==> src/design/wst_pkg.sv <==
// Shared types and constants for the station table tracker.
// Holds the command struct passed from front to back, status codes and the back-end states.
// No dependencies.
`default_nettype none

package wst_pkg;

   localparam int DEFAULT_MAX_ENTRIES = 16;

   // Depth of the command queue between the front and back ends.
   localparam int QUEUE_DEPTH = 2;
   localparam int QUEUE_PTRW  = (QUEUE_DEPTH > 1) ? $clog2(QUEUE_DEPTH) : 1;
   localparam int QUEUE_CNTW  = $clog2(QUEUE_DEPTH + 1);

   localparam int ADDR_W = 48;
   localparam int TIME_W = 32;
   localparam int SIG_W  = 8;
   localparam int CNT_W  = 32;

   // Frame classification constants.
   localparam logic [1:0]  KIND_MGMT         = 2'd0;
   localparam logic [1:0]  KIND_DATA         = 2'd1;
   localparam logic [3:0]  SUBTYPE_PROBE_REQ = 4'h4;
   localparam logic [7:0]  TAG_SSID          = 8'd0;
   localparam logic [7:0]  SSID_MAX_LEN      = 8'd32;
   localparam logic [12:0] PROBE_MIN_LEN     = 13'd26;
   localparam logic [11:0] DATA_MIN_LEN      = 12'd24;

   typedef enum logic [1:0] {
      STATUS_IGNORED = 2'd0,
      STATUS_UPDATED = 2'd1,
      STATUS_ADDED   = 2'd2,
      STATUS_FULL    = 2'd3
   } status_type;

   typedef enum logic {
      BACK_IDLE = 1'b0,
      BACK_SCAN = 1'b1
   } back_state_type;

   // One classified frame as it travels from the front end to the back end.
   typedef struct packed {
      logic              act;
      logic              is_data;
      logic [ADDR_W-1:0] sta;
      logic [SIG_W-1:0]  sig;
      logic [TIME_W-1:0] now;
   } cmd_type;

endpackage

`default_nettype wire

==> src/design/wst_front.sv <==
// Front end of the station table tracker: takes frame digests and classifies them.
// Holds the target BSSID register. Depends on wst_pkg.
`default_nettype none

module wst_front import wst_pkg::*; (
   input  wire logic              clock,
   input  wire logic              reset,
   input  wire logic              req_valid,
   output logic                   req_stall,
   input  wire logic [1:0]        req_frame_kind,
   input  wire logic [11:0]       req_frame_length,
   input  wire logic [7:0]        req_control_low,
   input  wire logic [7:0]        req_control_high,
   input  wire logic [47:0]       req_address_one,
   input  wire logic [47:0]       req_address_two,
   input  wire logic signed [7:0] req_signal_dbm,
   input  wire logic [31:0]       req_now_ms,
   input  wire logic [7:0]        req_tag_ident,
   input  wire logic [7:0]        req_tag_length,
   input  wire logic              req_ssid_printable,
   input  wire logic              csr_write_en,
   input  wire logic [47:0]       csr_target_bssid,
   output logic                   push,
   output cmd_type                push_cmd,
   input  wire logic              queue_full
);

   logic [47:0] target_ff;
   logic        cmd_vld_ff, cmd_vld_in;
   cmd_type     cmd_ff, cmd_in;
   logic        accept;
   logic        probe_ok, data_ok, to_ds, from_ds;
   logic [12:0] probe_need;
   logic [47:0] bss;

   assign req_stall = cmd_vld_ff && queue_full;
   assign accept    = req_valid && !req_stall;
   assign push      = cmd_vld_ff && !queue_full;
   assign push_cmd  = cmd_ff;

   always_comb begin
      probe_need = PROBE_MIN_LEN + {5'b0, req_tag_length};
      to_ds      = req_control_high[0];
      from_ds    = req_control_high[1];
      bss        = to_ds ? req_address_one : req_address_two;

      probe_ok = (req_frame_kind == KIND_MGMT)
              && ({1'b0, req_frame_length} >= PROBE_MIN_LEN)
              && (req_control_low[7:4] == SUBTYPE_PROBE_REQ)
              && (req_tag_ident == TAG_SSID)
              && (req_tag_length != 8'd0)
              && (req_tag_length <= SSID_MAX_LEN)
              && ({1'b0, req_frame_length} >= probe_need)
              && req_ssid_printable;

      data_ok = (req_frame_kind == KIND_DATA)
             && (req_frame_length >= DATA_MIN_LEN)
             && (to_ds ^ from_ds)
             && (bss == target_ff);

      cmd_in.act     = probe_ok || data_ok;
      cmd_in.is_data = data_ok;
      cmd_in.sta     = (data_ok && !to_ds) ? req_address_one : req_address_two;
      cmd_in.sig     = req_signal_dbm;
      cmd_in.now     = req_now_ms;

      cmd_vld_in = (cmd_vld_ff && queue_full) || accept;
   end

   always_ff @(posedge clock) begin
      if (reset) begin
         target_ff  <= '0;
         cmd_vld_ff <= 1'b0;
      end else begin
         cmd_vld_ff <= cmd_vld_in;
         if (csr_write_en) begin
            target_ff <= csr_target_bssid;
         end
      end
   end

   always_ff @(posedge clock) begin
      if (accept) begin
         cmd_ff <= cmd_in;
      end
   end

endmodule

`default_nettype wire

==> src/design/wst_cmd_queue.sv <==
// Short queue of classified commands between the front and back ends.
// Depends on wst_pkg for the command type and depth.
`default_nettype none

module wst_cmd_queue import wst_pkg::*; (
   input  wire logic    clock,
   input  wire logic    reset,
   input  wire logic    push,
   input  wire cmd_type push_cmd,
   output logic         full,
   input  wire logic    pop,
   output cmd_type      head,
   output logic         empty
);

   cmd_type                 slot_ff [QUEUE_DEPTH];
   logic [QUEUE_PTRW-1:0]   wr_ptr_ff, wr_ptr_in;
   logic [QUEUE_PTRW-1:0]   rd_ptr_ff, rd_ptr_in;
   logic [QUEUE_CNTW-1:0]   fill_ff, fill_in;

   assign full  = (fill_ff == QUEUE_CNTW'(QUEUE_DEPTH));
   assign empty = (fill_ff == '0);
   assign head  = slot_ff[rd_ptr_ff];

   always_comb begin
      wr_ptr_in = wr_ptr_ff;
      rd_ptr_in = rd_ptr_ff;
      fill_in   = fill_ff;
      if (push) begin
         wr_ptr_in = (wr_ptr_ff == QUEUE_PTRW'(QUEUE_DEPTH - 1)) ? '0
                                                                : wr_ptr_ff + 1'b1;
      end
      if (pop) begin
         rd_ptr_in = (rd_ptr_ff == QUEUE_PTRW'(QUEUE_DEPTH - 1)) ? '0
                                                                : rd_ptr_ff + 1'b1;
      end
      if (push && !pop) begin
         fill_in = fill_ff + 1'b1;
      end else if (pop && !push) begin
         fill_in = fill_ff - 1'b1;
      end
   end

   always_ff @(posedge clock) begin
      if (reset) begin
         wr_ptr_ff <= '0;
         rd_ptr_ff <= '0;
         fill_ff   <= '0;
      end else begin
         wr_ptr_ff <= wr_ptr_in;
         rd_ptr_ff <= rd_ptr_in;
         fill_ff   <= fill_in;
      end
   end

   always_ff @(posedge clock) begin
      if (push) begin
         slot_ff[wr_ptr_ff] <= push_cmd;
      end
   end

endmodule

`default_nettype wire

==> src/design/wst_back.sv <==
// Back end of the station table tracker: searches the station table and updates it.
// Owns the station memories, the entry count and the result register. Depends on wst_pkg.
`default_nettype none

module wst_back import wst_pkg::*; #(
   parameter int MAX_ENTRIES = DEFAULT_MAX_ENTRIES
) (
   input  wire logic    clock,
   input  wire logic    reset,
   input  wire logic    clear,
   input  wire cmd_type head,
   input  wire logic    empty,
   output logic         pop,
   output logic         rsp_valid,
   input  wire logic    rsp_stall,
   output logic [1:0]   rsp_status,
   output logic [3:0]   rsp_entry_index,
   output logic [4:0]   rsp_station_count,
   output logic [31:0]  rsp_frame_total
);

   localparam int IDXW = (MAX_ENTRIES > 1) ? $clog2(MAX_ENTRIES) : 1;
   localparam int CNTW = $clog2(MAX_ENTRIES + 1);

   // Station memories; entries at or above the count never take part in a match.
   logic [ADDR_W-1:0] addr_mem   [MAX_ENTRIES];
   logic [SIG_W-1:0]  sig_mem    [MAX_ENTRIES];
   logic [TIME_W-1:0] seen_mem   [MAX_ENTRIES];
   logic [CNT_W-1:0]  frames_mem [MAX_ENTRIES];

   back_state_type    state_ff, state_in;
   cmd_type           cmd_ff, cmd_in;
   logic [CNTW-1:0]   count_ff, count_in;
   logic [CNTW-1:0]   scan_ff, scan_in;
   logic              rd_vld_ff, rd_vld_in;
   logic [IDXW-1:0]   rd_idx_ff;
   logic [ADDR_W-1:0] addr_rd_ff;
   logic [CNT_W-1:0]  frames_rd_ff;

   logic              rsp_valid_ff, rsp_valid_in;
   status_type        status_ff, status_in;
   logic [IDXW-1:0]   index_ff, index_in;
   logic [CNTW-1:0]   rcount_ff, rcount_in;
   logic [CNT_W-1:0]  total_ff, total_in;

   logic              issue, hit, miss, tab_full, load;
   logic              mem_we;
   logic [IDXW-1:0]   wr_addr;
   logic [CNT_W-1:0]  frames_wd;
   logic [CNTW-1:0]   rd_idx_ext;
   logic [IDXW+3:0]   index_wide;
   logic [CNTW+4:0]   count_wide;

   assign rd_idx_ext = CNTW'(rd_idx_ff);
   assign index_wide = {4'b0, index_ff};
   assign count_wide = {5'b0, rcount_ff};

   assign rsp_valid         = rsp_valid_ff;
   assign rsp_status        = status_ff;
   assign rsp_entry_index   = index_wide[3:0];
   assign rsp_station_count = count_wide[4:0];
   assign rsp_frame_total   = total_ff;

   always_comb begin
      state_in  = state_ff;
      cmd_in    = cmd_ff;
      count_in  = count_ff;
      scan_in   = scan_ff;
      rd_vld_in = 1'b0;
      status_in = status_ff;
      index_in  = index_ff;
      rcount_in = rcount_ff;
      total_in  = total_ff;
      pop       = 1'b0;
      load      = 1'b0;
      mem_we    = 1'b0;
      wr_addr   = rd_idx_ff;
      frames_wd = '0;

      issue    = (scan_ff < count_ff);
      hit      = rd_vld_ff && (addr_rd_ff == cmd_ff.sta);
      miss     = (count_ff == '0)
              || (rd_vld_ff && !hit && (CNTW'(rd_idx_ext + 1'b1) == count_ff));
      tab_full = (count_ff == CNTW'(MAX_ENTRIES));

      case (state_ff)
         BACK_IDLE: begin
            // A new command starts only once the result register has drained.
            if (!empty && !rsp_valid_ff) begin
               pop = 1'b1;
               if (head.act) begin
                  cmd_in   = head;
                  scan_in  = '0;
                  state_in = BACK_SCAN;
               end else begin
                  load      = 1'b1;
                  status_in = STATUS_IGNORED;
                  index_in  = '0;
                  rcount_in = count_ff;
                  total_in  = '0;
               end
            end
         end
         BACK_SCAN: begin
            if (hit) begin
               load      = 1'b1;
               mem_we    = 1'b1;
               wr_addr   = rd_idx_ff;
               frames_wd = frames_rd_ff + {{(CNT_W-1){1'b0}}, cmd_ff.is_data};
               status_in = STATUS_UPDATED;
               index_in  = rd_idx_ff;
               rcount_in = count_ff;
               total_in  = frames_wd;
               state_in  = BACK_IDLE;
            end else if (miss) begin
               load     = 1'b1;
               state_in = BACK_IDLE;
               if (tab_full) begin
                  status_in = STATUS_FULL;
                  index_in  = '0;
                  rcount_in = count_ff;
                  total_in  = '0;
               end else begin
                  mem_we    = 1'b1;
                  wr_addr   = count_ff[IDXW-1:0];
                  frames_wd = {{(CNT_W-1){1'b0}}, cmd_ff.is_data};
                  count_in  = CNTW'(count_ff + 1'b1);
                  status_in = STATUS_ADDED;
                  index_in  = count_ff[IDXW-1:0];
                  rcount_in = CNTW'(count_ff + 1'b1);
                  total_in  = frames_wd;
               end
            end else begin
               rd_vld_in = issue;
               scan_in   = issue ? CNTW'(scan_ff + 1'b1) : scan_ff;
            end
         end
         default: begin
            state_in = BACK_IDLE;
         end
      endcase

      if (clear) begin
         count_in = '0;
      end

      rsp_valid_in = (rsp_valid_ff && rsp_stall) || load;
   end

   always_ff @(posedge clock) begin
      if (reset) begin
         state_ff     <= BACK_IDLE;
         count_ff     <= '0;
         scan_ff      <= '0;
         rd_vld_ff    <= 1'b0;
         rsp_valid_ff <= 1'b0;
      end else begin
         state_ff     <= state_in;
         count_ff     <= count_in;
         scan_ff      <= scan_in;
         rd_vld_ff    <= rd_vld_in;
         rsp_valid_ff <= rsp_valid_in;
      end
   end

   always_ff @(posedge clock) begin
      cmd_ff    <= cmd_in;
      status_ff <= status_in;
      index_ff  <= index_in;
      rcount_ff <= rcount_in;
      total_ff  <= total_in;
   end

   // Memory read port follows the scan pointer; write port serves the final update.
   always_ff @(posedge clock) begin
      addr_rd_ff   <= addr_mem[scan_ff[IDXW-1:0]];
      frames_rd_ff <= frames_mem[scan_ff[IDXW-1:0]];
      rd_idx_ff    <= scan_ff[IDXW-1:0];
      if (mem_we) begin
         addr_mem[wr_addr]   <= cmd_ff.sta;
         sig_mem[wr_addr]    <= cmd_ff.sig;
         seen_mem[wr_addr]   <= cmd_ff.now;
         frames_mem[wr_addr] <= frames_wd;
      end
   end

endmodule

`default_nettype wire

==> src/design/wlan_station_table_tracker_core.sv <==
// Station table tracker: front end classifies each frame beat, a two-entry queue decouples it
// from the back end, which searches the table one entry per cycle through its memory read port.
// An ignored frame passes the front-end command register and the queue before the back end loads
// its result register; a tracked frame also runs the table scan, whose memory read is registered.
// The back end takes a new beat only once the result register has drained and, after a tracked
// beat, only once its table scan has ended.
// Reset is synchronous, active high: table empty, target BSSID zero, no result pending.
`default_nettype none

module wlan_station_table_tracker_core import wst_pkg::*; #(
   parameter int MAX_ENTRIES = DEFAULT_MAX_ENTRIES
) (
   input  wire logic              clock,
   input  wire logic              reset,
   // Input channel: one frame digest per beat.
   input  wire logic              req_valid,
   output logic                   req_stall,
   input  wire logic [1:0]        req_frame_kind,
   input  wire logic [11:0]       req_frame_length,
   input  wire logic [7:0]        req_control_low,
   input  wire logic [7:0]        req_control_high,
   input  wire logic [47:0]       req_address_one,
   input  wire logic [47:0]       req_address_two,
   input  wire logic signed [7:0] req_signal_dbm,
   input  wire logic [31:0]       req_now_ms,
   input  wire logic [7:0]        req_tag_ident,
   input  wire logic [7:0]        req_tag_length,
   input  wire logic              req_ssid_printable,
   // Result channel: one result beat per frame beat, in order.
   output logic                   rsp_valid,
   input  wire logic              rsp_stall,
   output logic [1:0]             rsp_status,
   output logic [3:0]             rsp_entry_index,
   output logic [4:0]             rsp_station_count,
   output logic [31:0]            rsp_frame_total,
   // Configuration: writing the target BSSID also empties the table.
   input  wire logic              csr_write_en,
   input  wire logic [47:0]       csr_target_bssid
);

   logic    push, queue_full, pop, queue_empty;
   cmd_type push_cmd, queue_head;

   // The front end registers the classified frame, so a stalled queue never loses a beat.
   wst_front u_front (
      .clock              (clock),
      .reset              (reset),
      .req_valid          (req_valid),
      .req_stall          (req_stall),
      .req_frame_kind     (req_frame_kind),
      .req_frame_length   (req_frame_length),
      .req_control_low    (req_control_low),
      .req_control_high   (req_control_high),
      .req_address_one    (req_address_one),
      .req_address_two    (req_address_two),
      .req_signal_dbm     (req_signal_dbm),
      .req_now_ms         (req_now_ms),
      .req_tag_ident      (req_tag_ident),
      .req_tag_length     (req_tag_length),
      .req_ssid_printable (req_ssid_printable),
      .csr_write_en       (csr_write_en),
      .csr_target_bssid   (csr_target_bssid),
      .push               (push),
      .push_cmd           (push_cmd),
      .queue_full         (queue_full)
   );

   // The queue lets the front end keep taking beats while the back end is mid-search.
   wst_cmd_queue u_queue (
      .clock    (clock),
      .reset    (reset),
      .push     (push),
      .push_cmd (push_cmd),
      .full     (queue_full),
      .pop      (pop),
      .head     (queue_head),
      .empty    (queue_empty)
   );

   // The back end owns the table, so the configuration write clears its entry count.
   wst_back #(
      .MAX_ENTRIES (MAX_ENTRIES)
   ) u_back (
      .clock             (clock),
      .reset             (reset),
      .clear             (csr_write_en),
      .head              (queue_head),
      .empty             (queue_empty),
      .pop               (pop),
      .rsp_valid         (rsp_valid),
      .rsp_stall         (rsp_stall),
      .rsp_status        (rsp_status),
      .rsp_entry_index   (rsp_entry_index),
      .rsp_station_count (rsp_station_count),
      .rsp_frame_total   (rsp_frame_total)
   );

endmodule

`default_nettype wire
==> config.mk <==
export PLATFORM = sky130hd
export DESIGN_NAME = wlan_station_table_tracker_core
export DESIGN_NICKNAME = d
export VERILOG_FILES = /design/src/design/wst_pkg.sv /design/src/design/wst_front.sv /design/src/design/wst_cmd_queue.sv /design/src/design/wst_back.sv /design/src/design/wlan_station_table_tracker_core.sv
export SDC_FILE = /design/constraint.sdc
export NUM_CORES = 2
export LEC_CHECK = 0
export BUFFER_PORTS_ARGS = -buffer_cell sky130_fd_sc_hd__buf_4
export CAP_MARGIN = 20
export CORE_ASPECT_RATIO = 2
export CORE_MARGIN = 2
export CORE_UTILIZATION = 65
export CTS_CLUSTER_SIZE = 10
export DETAILED_ROUTE_END_ITERATION = 7
export GPL_TIMING_DRIVEN = 0
export MAX_ROUTING_LAYER = met4
export PLACE_DENSITY = 0.83
export SYNTH_ARGS = -nofsm -noshare
export SYNTH_HDL_FRONTEND = slang
export SYNTH_SLANG_ARGS = --single-unit
==> constraint.sdc <==
create_clock -name clock -period 10.33 [get_ports clock]
set_clock_uncertainty 0.2 [all_clocks]
set_input_delay 1.033 -clock clock [delete_from_list [all_inputs] [get_ports clock]]
set_output_delay 1.033 -clock clock [all_outputs]
set_load 0.005 [all_outputs]
==> out/qor.txt <==
status = finished, final reports clean
DP Worst Slack = 4280 ps
Post-CTS Resized = 0
Synth Cell Area = 0.0640 mm2
crit path kind = register to register
vias = 34401
RSZ-0062 raised after global routing = false
post-synthesis cell count = 2972
min cycle time layout = 5900 ps
final hold viol count = 0
Final Max Tran Viols = 0
commonest non-fill, non-tap cell in the layout = edfxtp_1
Worst setup startpoint = u_back.cmd_ff[82]
Critical R2R Launch = u_back.cmd_ff[82]
type of destination of the critical path = register
postcts setup bufs = 0
die height = 448 um
post-synth top area cell = edfxtp_1
routed length per placed instance = 36.8 um
CTS Buffer Depth = 3
Final Cycle Share = 0.572
CTS tree = built
reg2reg end = u_back.addr_mem[6][45]
core area = 0.0975 mm2
Clock H-tree levels = 4
PD cells = 202 mW/mm2
RD Place Congestion = 0.966
initial antenna violation count = 3
Post-synth EDFFs = 1522
Max Freq = 169 MHz
Synth top area share = 0.714
crit path to = u_back.addr_mem[6][45]
Die Area = 0.101 mm2
VDD IR-drop max = 0.000204 V
Slew HR = 0.201
PortBufs = 227
die width = 226 um
initial drt markers = 4570
sequential area share after synthesis = 0.762
Leakage = 23.9 nW
Syn Nets = 3230
actual slew at the worst max-slew pin = 1190 ps
final wirelength = 182 mm
Syn. warnings = 0
first-pass iteration count of the detailed router = 6
Row Count = 162
hold_buf cts = 0
Synth area leaders = edfxtp_1 71%, mux4_2 14%, dfxtp_1 4.7%, mux2i_1 1.6%, mux2_2 1.4%
Area Growth Syn to Fin = 17.0%
I/O pin total = 281
Distinct cells, synth = 51
initial cell density of the core = 0.656
Synth Area per Inst = 21.5 um2
CTS root buf = clkbuf_16
WP data required = 10610 ps
first-pass GRT wire length = 257 mm
critical path fanouts, max = 24
Clk pin slew, worst setup/hold paths = 60 ps
crit path launch type = register
vias in the first global route = 36319
Total Routing Usage GR = 0.383
CP arrival = 6180 ps
vias per cell = 6.94
commonest non-fill, non-tap cells in the layout = 1522 x edfxtp_1, 400 x mux4_2, 232 x buf_4, 217 x clkbuf_1, 191 x clkbuf_16
fraction of registers with async set/reset = 0
clk sinks = 1673
worst setup margin = 4430 ps
HPWL Detailed = 112 mm
Synth Flop Type = edfxtp_1
Clk Latency, worst-skew pair = 800 ps
R2R depth = 11
Final ANT Viol Nets = 0
R2R Setup Slk = 4430 ps
Final setup violation count = 0
maxcap violations = 0
Hold Crit Class = register to register
layout cells sized above 1 = 0.295
DRC = 0
Yosys reg bits = 1673
Final #Nets = 3756
GRT overflow = 0
CTS buffer count = 185
largest net degree at the start of global routing = 50
Finished Core Util = 0.768
routing by layer:
layer,share of wire,GRT usage,wire length (um),vias up
li1,-,-,-,13285
met1,0.30,0.399,54300,17354
met2,0.53,0.643,96100,3002
met3,0.089,0.0713,16300,760
met4,0.087,0.292,15900,0
met5,0,-,0,-
power breakdown:
part	leakage, nW	internal (mW)	switching (mW)
clock network	2.57	3.45	2.60
registers	14.9	7.83	0.298
logic	6.48	0.401	0.585
total	23.9	11.7	3.48
cell families (layout without fill, tap and decap cells):
logic type,Yosys count,count (layout),share of synthesized area
other,0,4,0
buffers and inverters,152,822,0.00976
AO/OA/AOI/OAI,73,73,0.00724
AND/OR/NAND/NOR,317,317,0.0234
flip-flops,1673,1673,0.762
XOR/XNOR,132,132,0.0181
multiplexers,603,603,0.176
adder cells (fa/ha/maj),22,22,0.00430
per-stage QoR:
| step | hold slack (ps) | instance area [um2] | power, mW | instances | setup TNS [ps] |
|---|---|---|---|---|---|
| global route | 188 | 74900 | 15.5 | 4957 | 0 |
| detailed placement | 162 | 69100 | 9.18 | 4597 | 0 |
| CTS | 171 | 74500 | 15.1 | 4928 | 0 |
| finish | 176 | 74900 | 15.2 | 4958 | 0 |
| floorplan | 154 | 64000 | 8.61 | 2972 | 0 |
| global placement | 157 | 67300 | 9.10 | 4511 | -2845690 |
layout make-up:
class                   instances  area, um2
flip-flops and latches       1673      48700
fillers                      4711      22600
multi-input cells            1147      14800
clock buffers                 324       5300
repair buffers                339       3710
well taps                    1312       1640
plain buffers                 132        549
clock inverters                 7       83.8
inverters                      20       77.6
diodes                          4       10.0
sequential cells by signal, indices dropped and copies added, names as in the netlist, named ones only:
signal and count:
u_back.addr_mem 768, u_back.frames_mem 512, u_queue.slot_ff 100, u_front.push_cmd 50
u_back.cmd_ff 49, u_back.addr_rd_ff 48, u_front.target_ff 48, u_back.frames_rd_ff 32
u_back.rsp_frame_total 32, u_back.count_ff 5, u_back.rsp_station_count 5, u_back.scan_ff 5
u_back.rd_idx_ff 4, u_back.rsp_entry_index 4, u_back.rsp_status 2, u_queue.fill_ff 2
u_back.rd_vld_ff 1, u_back.rsp_valid 1, u_back.state_ff 1, u_front.cmd_vld_ff 1
u_queue.rd_ptr_ff 1, u_queue.wr_ptr_ff 1
how the worst min path moves through the flow:
stage	from	cells past startpoint	end	slack (ps)
4_1_cts	u_back.scan_ff[3]	0	u_back.rd_idx_ff[3]	170
2_1_floorplan	u_back.scan_ff[0]	0	u_back.rd_idx_ff[0]	150
3_3_place_gp	u_back.scan_ff[3]	0	u_back.rd_idx_ff[3]	160
6_report	u_back.scan_ff[3]	0	u_back.rd_idx_ff[3]	180
5_1_grt	u_back.scan_ff[3]	0	u_back.rd_idx_ff[3]	190
3_5_place_dp	u_back.scan_ff[3]	0	u_back.rd_idx_ff[3]	160
worst max-delay path: stages (launching register included):
cell	delay (ps)
edfxtp_1	670
xor2_1	770
nor4_1	220
and4_1	280
a41o_1	370
inv_2	180
o21ai_0	320
nor2_1	550
a31oi_1	470
nor2_4	950
buf_12	290
buf_12	230
cells in the mapped netlist (5+ instances only):
library cell and number:
a21o_1 6, xnor2_1 39, nor4_1 26, clkbuf_1 86
nand2_1 32, and3_1 8, nor2_1 163, nand3_1 18
dfxtp_1 151, nand2b_1 10, nor3_1 8, nand4_1 22
mux2_4 20, buf_6 6, a21oi_1 22, mux2i_1 104
buf_1 35, a31oi_1 5, xor2_1 93, or3_1 8
ha_1 22, edfxtp_1 1522, mux4_2 400, inv_1 19
o21ai_0 16, mux2_2 79, and4_1 7, nor2b_1 7
No activity file was read; power rests on OpenSTA's default activity.
